<file path="config.mk">
export PLATFORM = sky130hd
export DESIGN_NAME = terminal_text_cleaner
export DESIGN_NICKNAME = d
export VERILOG_FILES = /design/src/rtl/ttc_pkg.sv /design/src/rtl/ttc_front.sv /design/src/rtl/ttc_fifo.sv /design/src/rtl/ttc_back.sv /design/src/rtl/terminal_text_cleaner.sv
export SDC_FILE = /design/constraint.sdc
export NUM_CORES = 1
export LEC_CHECK = 0
export ABC_AREA = 1
export BUFFER_PORTS_ARGS = -buffer_cell sky130_fd_sc_hd__buf_2
export CORE_MARGIN = 2
export CORE_UTILIZATION = 55
export DETAILED_ROUTE_END_ITERATION = 12
export GPL_TIMING_DRIVEN = 0
export PLACE_DENSITY = 0.72
export SYNTH_ARGS = -nofsm -noshare
export SYNTH_HDL_FRONTEND = slang
export SYNTH_SLANG_ARGS = --single-unit
export TNS_END_PERCENT = 10
</file>
<file path="constraint.sdc">
create_clock -name clk -period 6.13 [get_ports clk]
set_input_delay 0.3065 -clock clk [delete_from_list [all_inputs] [get_ports clk]]
set_output_delay 0.3065 -clock clk [all_outputs]
set_load 0.02 [all_outputs]
</file>
<file path="src/rtl/ttc_pkg.sv">
// ttc_pkg: shared types, constants and helpers for terminal_text_cleaner.
// No dependencies; used by every module of the block.
package ttc_pkg;

  localparam int QUEUE_DEPTH = 4;

  // byte codes
  localparam logic [7:0] CH_ESC   = 8'h1B;
  localparam logic [7:0] CH_BEL   = 8'h07;
  localparam logic [7:0] CH_LF    = 8'h0A;
  localparam logic [7:0] CH_TAB   = 8'h09;
  localparam logic [7:0] CH_DEL   = 8'h7F;
  localparam logic [7:0] CH_SPACE = 8'h20;
  localparam logic [7:0] CH_LBRK  = 8'h5B;
  localparam logic [7:0] CH_RBRK  = 8'h5D;
  localparam logic [7:0] CH_BSL   = 8'h5C;
  localparam logic [7:0] CSI_FIN_LO = 8'h40;
  localparam logic [7:0] CSI_FIN_HI = 8'h7E;
  localparam logic [7:0] CONT_LO  = 8'h80;
  localparam logic [7:0] CONT_HI  = 8'hBF;

  typedef enum logic [2:0] {
    ESC_TEXT    = 3'd0,
    ESC_START   = 3'd1,
    ESC_CSI     = 3'd2,
    ESC_OSC     = 3'd3,
    ESC_OSC_ESC = 3'd4
  } esc_phase_t;

  // One queued burst: rep_cnt replacement characters, then lit_cnt literal bytes.
  typedef struct packed {
    logic [2:0]      rep_cnt;
    logic [2:0]      lit_cnt;
    logic [3:0][7:0] lit;
  } cmd_t;

  // Byte sub of the U+FFFD encoding EF BF BD.
  function automatic logic [7:0] repl_byte(input logic [1:0] sub);
    logic [7:0] b;
    case (sub)
      2'd0:    b = 8'hEF;
      2'd1:    b = 8'hBF;
      default: b = 8'hBD;
    endcase
    return b;
  endfunction

  // Announced UTF-8 length of a lead byte, 0 for a bad lead.
  function automatic logic [2:0] lead_len(input logic [7:0] c);
    logic [2:0] n;
    if ((c & 8'hE0) == 8'hC0)      n = 3'd2;
    else if ((c & 8'hF0) == 8'hE0) n = 3'd3;
    else if ((c & 8'hF8) == 8'hF0) n = 3'd4;
    else                           n = 3'd0;
    return n;
  endfunction

endpackage

</file>
<file path="src/rtl/ttc_front.sv">
// ttc_front: input side; escape stripping, control filtering, UTF-8 tracking.
// Emits one burst command per byte that produces output. Depends on ttc_pkg.
module ttc_front import ttc_pkg::*; (
  input  logic       clk,
  input  logic       rst,
  input  logic       s_tvalid,
  output logic       s_tready,
  input  logic [7:0] s_tdata,   // [7:0] in_byte
  input  logic       q_full,
  output logic       push,
  output cmd_t       cmd
);

  esc_phase_t phase, phase_next;
  logic [1:0] held_count, held_count_next;
  logic [2:0] seq_len, seq_len_next;
  logic [2:0][7:0] held_bytes;
  logic       held_we;
  logic [1:0] held_idx;
  logic       accept;
  logic [7:0] b;
  logic       is_cont;
  logic [2:0] len;
  logic       emits;

  assign s_tready = !q_full;
  assign accept   = s_tvalid && s_tready;
  assign b        = s_tdata;
  assign is_cont  = (b >= CONT_LO) && (b <= CONT_HI);
  assign len      = lead_len(b);

  always_comb begin
    phase_next      = phase;
    held_count_next = held_count;
    seq_len_next    = seq_len;
    held_we         = 1'b0;
    held_idx        = held_count;
    cmd             = '0;
    unique case (phase)
      ESC_START: begin
        if (b == CH_LBRK)      phase_next = ESC_CSI;
        else if (b == CH_RBRK) phase_next = ESC_OSC;
        else                   phase_next = ESC_TEXT;
      end
      ESC_CSI: begin
        if (b >= CSI_FIN_LO && b <= CSI_FIN_HI) phase_next = ESC_TEXT;
      end
      ESC_OSC: begin
        if (b == CH_BEL)      phase_next = ESC_TEXT;
        else if (b == CH_ESC) phase_next = ESC_OSC_ESC;
      end
      ESC_OSC_ESC: begin
        phase_next = (b == CH_BSL) ? ESC_TEXT : ESC_OSC;
      end
      default: begin
        phase_next = ESC_TEXT;
        if (b == CH_ESC) begin
          phase_next = ESC_START;
        end else if (b == CH_LF) begin
          // truncated sequence at line end
          cmd.rep_cnt     = {1'b0, held_count};
          cmd.lit[0]      = CH_LF;
          cmd.lit_cnt     = 3'd1;
          held_count_next = '0;
          seq_len_next    = '0;
        end else if (b == CH_TAB || (b >= CH_SPACE && b != CH_DEL)) begin
          if (held_count != 2'd0 && is_cont) begin
            if ({1'b0, held_count} + 3'd1 >= seq_len) begin
              // sequence complete: held bytes then this one
              for (int k = 0; k < 3; k++) begin
                if (2'(k) < held_count) cmd.lit[2'(k)] = held_bytes[2'(k)];
                else                    cmd.lit[2'(k)] = b;
              end
              cmd.lit[3]      = b;
              cmd.lit_cnt     = {1'b0, held_count} + 3'd1;
              held_count_next = '0;
              seq_len_next    = '0;
            end else begin
              held_we         = 1'b1;
              held_count_next = held_count + 2'd1;
            end
          end else begin
            // broken sequence flush (if any), then handle the byte afresh
            cmd.rep_cnt     = {1'b0, held_count};
            held_count_next = '0;
            seq_len_next    = '0;
            if (b < CONT_LO) begin
              cmd.lit[0]  = b;
              cmd.lit_cnt = 3'd1;
            end else if (len == 3'd0) begin
              cmd.rep_cnt = {1'b0, held_count} + 3'd1;
            end else begin
              held_we         = 1'b1;
              held_idx        = 2'd0;
              held_count_next = 2'd1;
              seq_len_next    = len;
            end
          end
        end
      end
    endcase
  end

  assign emits = (cmd.rep_cnt != 3'd0) || (cmd.lit_cnt != 3'd0);
  assign push  = accept && emits;

  always_ff @(posedge clk) begin
    if (rst) begin
      phase      <= ESC_TEXT;
      held_count <= '0;
      seq_len    <= '0;
    end else if (accept) begin
      phase      <= phase_next;
      held_count <= held_count_next;
      seq_len    <= seq_len_next;
    end
  end

  always_ff @(posedge clk) begin
    if (accept && held_we) held_bytes[held_idx] <= b;
  end

  // a held run is always shorter than its announced length
  a_held_fits: assert property (@(posedge clk) disable iff (rst)
    held_count != 2'd0 |-> (seq_len >= 3'd2 && seq_len <= 3'd4 &&
                            {1'b0, held_count} < seq_len))
    else $error("held byte count out of range");

  // nothing leaves the front while an escape is being swallowed
  a_esc_silent: assert property (@(posedge clk) disable iff (rst)
    (accept && (phase == ESC_START || phase == ESC_CSI ||
                phase == ESC_OSC || phase == ESC_OSC_ESC)) |-> !push)
    else $error("output produced inside an escape");

endmodule

</file>
<file path="src/rtl/ttc_fifo.sv">
// ttc_fifo: short command queue between front and back.
// Depends on ttc_pkg for cmd_t.
module ttc_fifo import ttc_pkg::*; #(
  parameter int DEPTH = QUEUE_DEPTH
) (
  input  logic clk,
  input  logic rst,
  input  logic push,
  input  cmd_t wr_cmd,
  input  logic pop,
  output cmd_t rd_cmd,
  output logic full,
  output logic empty
);

  localparam int PW = (DEPTH > 1) ? $clog2(DEPTH) : 1;
  localparam int CW = $clog2(DEPTH + 1);
  localparam logic [PW-1:0] LAST_PTR = PW'(DEPTH - 1);
  localparam logic [CW-1:0] DEPTH_C  = CW'(DEPTH);

  cmd_t          mem [DEPTH];
  logic [PW-1:0] wr_ptr, rd_ptr;
  logic [CW-1:0] count;

  assign full   = (count == DEPTH_C);
  assign empty  = (count == '0);
  assign rd_cmd = mem[rd_ptr];

  always_ff @(posedge clk) begin
    if (push) mem[wr_ptr] <= wr_cmd;
  end

  always_ff @(posedge clk) begin
    if (rst) begin
      wr_ptr <= '0;
      rd_ptr <= '0;
      count  <= '0;
    end else begin
      if (push) wr_ptr <= (wr_ptr == LAST_PTR) ? '0 : wr_ptr + 1'b1;
      if (pop)  rd_ptr <= (rd_ptr == LAST_PTR) ? '0 : rd_ptr + 1'b1;
      if (push && !pop)      count <= count + 1'b1;
      else if (pop && !push) count <= count - 1'b1;
    end
  end

  a_no_overflow: assert property (@(posedge clk) disable iff (rst)
    full |-> !push)
    else $error("push into full queue");

  a_no_underflow: assert property (@(posedge clk) disable iff (rst)
    empty |-> !pop)
    else $error("pop from empty queue");

endmodule

</file>
<file path="src/rtl/ttc_back.sv">
// ttc_back: output side; expands queued burst commands into output beats.
// Depends on ttc_pkg.
module ttc_back import ttc_pkg::*; (
  input  logic       clk,
  input  logic       rst,
  input  logic       q_empty,
  input  cmd_t       q_cmd,
  output logic       pop,
  output logic       m_tvalid,
  input  logic       m_tready,
  output logic [7:0] m_tdata,   // [7:0] out_byte
  output logic       m_tlast    // last
);

  logic       busy;
  cmd_t       cur;
  logic [2:0] rep_left;
  logic [1:0] sub;
  logic [2:0] lit_idx;
  logic       step, fin, load;
  logic [7:0] beat_byte;

  assign step = busy && (!m_tvalid || m_tready);
  assign fin  = (rep_left == 3'd0) ? (lit_idx + 3'd1 == cur.lit_cnt)
                                   : (rep_left == 3'd1 && sub == 2'd2 &&
                                      cur.lit_cnt == 3'd0);
  assign load = (!busy || (step && fin)) && !q_empty;
  assign pop  = load;
  assign beat_byte = (rep_left != 3'd0) ? repl_byte(sub) : cur.lit[lit_idx[1:0]];

  always_ff @(posedge clk) begin
    if (rst) begin
      busy     <= 1'b0;
      m_tvalid <= 1'b0;
    end else begin
      if (load)            busy <= 1'b1;
      else if (step && fin) busy <= 1'b0;
      if (step)          m_tvalid <= 1'b1;
      else if (m_tready) m_tvalid <= 1'b0;
    end
  end

  always_ff @(posedge clk) begin
    if (step) begin
      m_tdata <= beat_byte;
      m_tlast <= fin;
    end
    if (load) begin
      cur      <= q_cmd;
      rep_left <= q_cmd.rep_cnt;
      sub      <= '0;
      lit_idx  <= '0;
    end else if (step) begin
      if (rep_left != 3'd0) begin
        if (sub == 2'd2) begin
          sub      <= '0;
          rep_left <= rep_left - 3'd1;
        end else begin
          sub <= sub + 2'd1;
        end
      end else begin
        lit_idx <= lit_idx + 3'd1;
      end
    end
  end

  // a burst in progress never runs past its literal count
  a_lit_bound: assert property (@(posedge clk) disable iff (rst)
    (busy && rep_left == 3'd0) |-> (lit_idx < cur.lit_cnt))
    else $error("literal index past burst end");

endmodule

</file>
<file path="src/rtl/terminal_text_cleaner.sv">
// terminal_text_cleaner: top level; front classifier, command queue, back expander.
// Depends on ttc_pkg, ttc_front, ttc_fifo, ttc_back.
//
//  channel   dir  tdata            tlast  tuser
//  s_axis    in   [7:0] in_byte    -      -
//  m_axis    out  [7:0] out_byte   last   -
//
// The front takes one byte per cycle whenever the command queue has room.
// The back sends one output beat per cycle while it has beats and m_tready holds;
// a byte can cause up to 12 output beats, so input stalls only when bursts
// outrun the output port and fill the QueueDepth-entry queue.
// The first output beat of a byte passes the queue, then the load into the
// back, then the output register.
// Reset (rst, synchronous) clears escape phase, UTF-8 state, queue and output.
module terminal_text_cleaner import ttc_pkg::*; #(
  parameter int QueueDepth = QUEUE_DEPTH
) (
  input  logic       clk,
  input  logic       rst,
  input  logic       s_tvalid,
  output logic       s_tready,
  input  logic [7:0] s_tdata,   // [7:0] in_byte
  output logic       m_tvalid,
  input  logic       m_tready,
  output logic [7:0] m_tdata,   // [7:0] out_byte
  output logic       m_tlast    // last result of the input beat
);

  cmd_t front_cmd, back_cmd;
  logic push, pop, q_full, q_empty;

  // escape strip + UTF-8 checks, one command per producing byte
  ttc_front u_front (
    .clk      (clk),
    .rst      (rst),
    .s_tvalid (s_tvalid),
    .s_tready (s_tready),
    .s_tdata  (s_tdata),
    .q_full   (q_full),
    .push     (push),
    .cmd      (front_cmd)
  );

  // decouples the input, one byte per cycle while the queue has room, from multi-beat bursts
  ttc_fifo #(
    .DEPTH (QueueDepth)
  ) u_fifo (
    .clk    (clk),
    .rst    (rst),
    .push   (push),
    .wr_cmd (front_cmd),
    .pop    (pop),
    .rd_cmd (back_cmd),
    .full   (q_full),
    .empty  (q_empty)
  );

  // replacement characters first, then literal bytes; tlast on the final beat
  ttc_back u_back (
    .clk      (clk),
    .rst      (rst),
    .q_empty  (q_empty),
    .q_cmd    (back_cmd),
    .pop      (pop),
    .m_tvalid (m_tvalid),
    .m_tready (m_tready),
    .m_tdata  (m_tdata),
    .m_tlast  (m_tlast)
  );

endmodule
</file>
==> results.sh <==
export IMPL_outcome="finished, final reports clean"
export IMPL_cp_top_family="adder cells"
export IMPL_dieArea_sq_um=16200
export IMPL_async_reset_ff_frac=0
export IMPL_ys_warn_count=0
export IMPL_finClkSkew_ps=5.03
export IMPL_seqPwrFrac=0.446
export IMPL_antenna_found_initial=0
export IMPL_fin_tns_setup_ps=0
export IMPL_track_usage=0.232
export IMPL_startpoint="u_front.held_count[1]$_SDFFE_PP0P_"
export IMPL_numPortBuffers=22
export IMPL_cts_root_buffer="clkbuf_16"
export IMPL_whs_ps=86.1
export IMPL_grt_pass1_vias=5564
export IMPL_final_cell_area_sq_um=9440
export IMPL_max_stage_delay_ps=430
export IMPL_cts_buffers=17
export IMPL_avgSynthCellArea_sq_um=11.6
export IMPL_crit_cells=21
export IMPL_p_int_mw=2.86
export IMPL_endpoint="u_fifo.count[2]$_SDFFE_PP0P_"
export IMPL_postSynthCellCount=724
export IMPL_cts_sinks=199
export IMPL_grt_max_degree=37
export IMPL_finalPower_mw=4.38
export IMPL_drive_above_1_share=0.121
export IMPL_seqCellArea_sq_um=5740
export IMPL_tritoncts="yes"
export IMPL_ant_nets=0
export IMPL_reg2reg_to="u_fifo.count[2]$_SDFFE_PP0P_"
export IMPL_wire_per_inst_microns=18.5
export IMPL_crit_arrival_ps=4730
export IMPL_clock_power_share=0.249
export IMPL_power_switching_mw=1.51
export IMPL_cts_hold_buf=0
export IMPL_crit_fanout=10
export IMPL_htreeDepth=4
export IMPL_die_height_microns=127
export IMPL_final_nets=800
export IMPL_period_share=0.721
export IMPL_dp_hpwl_microns=12600
export IMPL_postCtsSetupBuffers=0
export IMPL_core_sq_um=15000
export IMPL_cts_resized=0
export IMPL_vias_per_cell=5.86
export IMPL_worstSkewPairLatency_ps=430
export IMPL_hp_class="input port to flip-flop"
export IMPL_synthesis_area_sq_um=8370
export IMPL_placed_area_sq_um=8860
export IMPL_synth_seq_cells=199
export IMPL_dr_pass1_iters=5
export IMPL_ys_types=41
export IMPL_critical_path_class="flip-flop to flip-flop"
export IMPL_start_util=0.557
export IMPL_r2r_setup_slack_ps=1710
export IMPL_dp_cells=941
export IMPL_io_pins=23
export IMPL_yosys_most_used_dff="edfxtp_1"
export IMPL_power_switching_share=0.346
export IMPL_grt_pass1_wl_microns=28400
export IMPL_timing_final_setup_violations=0
export IMPL_die_x_microns=127
export IMPL_clockBufferDepth=2
export IMPL_cpMostUsedCell="ha_1"
export IMPL_areaGrowthSynthToFinish_pct=12.8
export IMPL_drt_wl_total_microns=18000
export IMPL_rsz0062_at_grt="no"
export IMPL_power_per_cell_area_nw_per_um2=464
export IMPL_ff2ff_path_depth=21
export IMPL_fillCellCount=1130
export IMPL_critical_path_slowest_cell="dfxtp_1"
export IMPL_crit_path_start_kind="flip-flop"
export IMPL_ys_top_cells_by_area="edfxtp_1 (63%), dfxtp_1 (5.7%), nor2_1 (5.7%)"
export IMPL_synth_largest_area_cell="edfxtp_1"
export IMPL_grt_overflow_total=0
export IMPL_synth_edff_count=175
export IMPL_end_kind="flip-flop"
export IMPL_regToRegStartpoint="u_front.held_count[1]$_SDFFE_PP0P_"
export IMPL_multi_input_area_sq_um=2310
export IMPL_drv_cap=0
export IMPL_ir_drop_mv=0.242
export IMPL_via_count=5702
export IMPL_critical_path_buf_inv_count=4
export IMPL_tightest_slew_ps=1210
export IMPL_clk_pin_slew_ps=70
export IMPL_seq_area_frac_synth=0.685
export IMPL_final_hold_viol_count=0
export IMPL_cp_cell_sequence="clkinv_1 -> clkbuf_1 -> ha_1 -> ha_1 -> nand3_1 -> nand3_1 -> nand2_2 -> nor2_2 -> nand2_1 -> nand2_1 -> nor2_2 -> nand3_2 -> nand2_2 -> inv_1 -> ha_1 -> inv_1 -> fa_1 -> a21oi_1 -> o21ai_0 -> o21ai_0 -> a21oi_1"
export IMPL_clock_fmax_ghz=0.226
export IMPL_comb_power_share=0.304
export IMPL_critPathRequiredTime_ps=6450
export IMPL_rows=45
export IMPL_cellLeakagePower_nw=3.55
export IMPL_netlist_area_leader_share=0.628
export IMPL_place_gp_congestion=0.890
export IMPL_dr_first_iter_drc_count=692
export IMPL_fin_cells=973
export IMPL_layout_min_cycle_time_ps=4420
export IMPL_num_antenna_cells=0
export IMPL_slew_limit_headroom=0.188
export IMPL_post_route_drc_count=0
export IMPL_slew_viol_final=0
-- synthesized netlist by cell type (2+ instances only) --
| library cell | number |
|---|---|
| nand4_1 | 7 |
| nand3_1 | 24 |
| o21ai_1 | 4 |
| edfxtp_1 | 175 |
| nand2_1 | 65 |
| nor3_1 | 6 |
| nor4_1 | 2 |
| clkbuf_1 | 21 |
| inv_2 | 10 |
| o311ai_0 | 5 |
| nand2_2 | 5 |
| o21ai_0 | 80 |
| nand3_2 | 4 |
| nand2_4 | 2 |
| o22ai_1 | 33 |
| a22oi_1 | 2 |
| dfxtp_1 | 24 |
| ha_1 | 15 |
| buf_6 | 2 |
| a21oi_1 | 20 |
| a211oi_1 | 11 |
| o21bai_1 | 2 |
| a31oi_1 | 2 |
| nor2_2 | 7 |
| nor2_1 | 126 |
| inv_1 | 51 |
| xor2_1 | 3 |
| buf_2 | 3 |
-- cells by family after synthesis --
family	synth area share
buffers and inverters	0.0429
DFF	0.685
adders and majority gates	0.0248
AOI/OAI and AO/OA	0.111
other	0.000448
and+or+nand+nor	0.130
muxes	0.00120
xor gates and xnor gates	0.00419
-- how the worst min path moves through the flow --
stage / slack, ps / depth (start not counted) / start / endpoint
6_report: 90 / 1 / s_tdata[7] / u_front.held_bytes[7]$_DFFE_PP_
5_1_grt: 80 / 1 / s_tdata[7] / u_front.held_bytes[15]$_DFFE_PP_
4_1_cts: 70 / 1 / s_tdata[7] / u_front.held_bytes[7]$_DFFE_PP_
3_5_place_dp: 490 / 2 / u_back.sub[1]$_SDFFE_PP0P_ / u_back.sub[1]$_SDFFE_PP0P_
3_3_place_gp: 470 / 2 / u_back.sub[1]$_SDFFE_PP0P_ / u_back.sub[1]$_SDFFE_PP0P_
2_1_floorplan: 380 / 1 / rst / u_back.busy$_SDFFE_PP0P_
-- per-stage QoR --
stage	setup slack (ps)	util
final	1710	0.628
after CTS	1770	0.628
after floorplan	2190	-
after global routing	1550	0.628
after detailed placement	1780	0.589
after global placement	571	0.580
-- worst register-to-register path, stage by stage (launching register included) --
cell,delay (ps)
dfxtp_1,430
clkinv_1,310
clkbuf_1,340
ha_1,430
ha_1,320
nand3_1,80
nand3_1,120
nand2_2,80
nor2_2,340
nand2_1,160
nand2_1,120
nor2_2,40
nand3_2,100
nand2_2,160
inv_1,100
ha_1,140
inv_1,60
fa_1,380
a21oi_1,170
o21ai_0,140
o21ai_0,200
a21oi_1,60
-- power groups by stage --
stage | Clock (mW) | Sequential [mW] | Combinational (mW)
floorplan | 0 | 1.97 | 0.856
detailed placement | 0 | 1.98 | 1.31
CTS | 1.10 | 1.95 | 1.32
finish | 1.09 | 1.95 | 1.33
global route | 1.16 | 1.98 | 1.47
global placement | 0 | 1.98 | 1.22
-- flip-flops by register name, indices dropped and copies added, names as in the netlist, named ones only --
signal	cells
u_front.seq_len	3
u_fifo.count	3
u_fifo.mem	120
u_back.cur	27
u_back.m_tvalid	1
u_fifo.rd_ptr	2
u_back.m_tlast	1
u_back.busy	1
u_front.held_bytes	16
u_back.rep_left	3
u_back.m_tdata	8
u_front.held_count	2
u_fifo.wr_ptr	2
u_back.sub	2
u_back.lit_idx	3
u_front.phase	3
-- final cells by class --
cell class	instances	share of cell area
sequential	199	0.608
multi-input combinational	438	0.245
clock buffer	25	0.0549
inverter	63	0.0253
tap	188	0.0249
timing repair buffer	26	0.0225
buffer	27	0.0127
clock inverter	7	0.00689
-- cells in the final DEF (no fill, tap or decap), drive strengths merged, types with 7 or more instances in the layout --
cell type,instances
edfxtp,175
nand3,28
inv,63
o22ai,33
ha,15
clkbuf,46
o21ai,86
dfxtp,24
nor2,134
a21oi,20
buf,32
nand2,72
nand4,7
a211oi,11
-- routing by layer --
layer  share of wire  track usage
met1            0.42        0.301
met2            0.50        0.388
met3           0.061       0.0482
met4           0.022       0.0918
met5               0            0
Power figures use the tool's default switching activity.
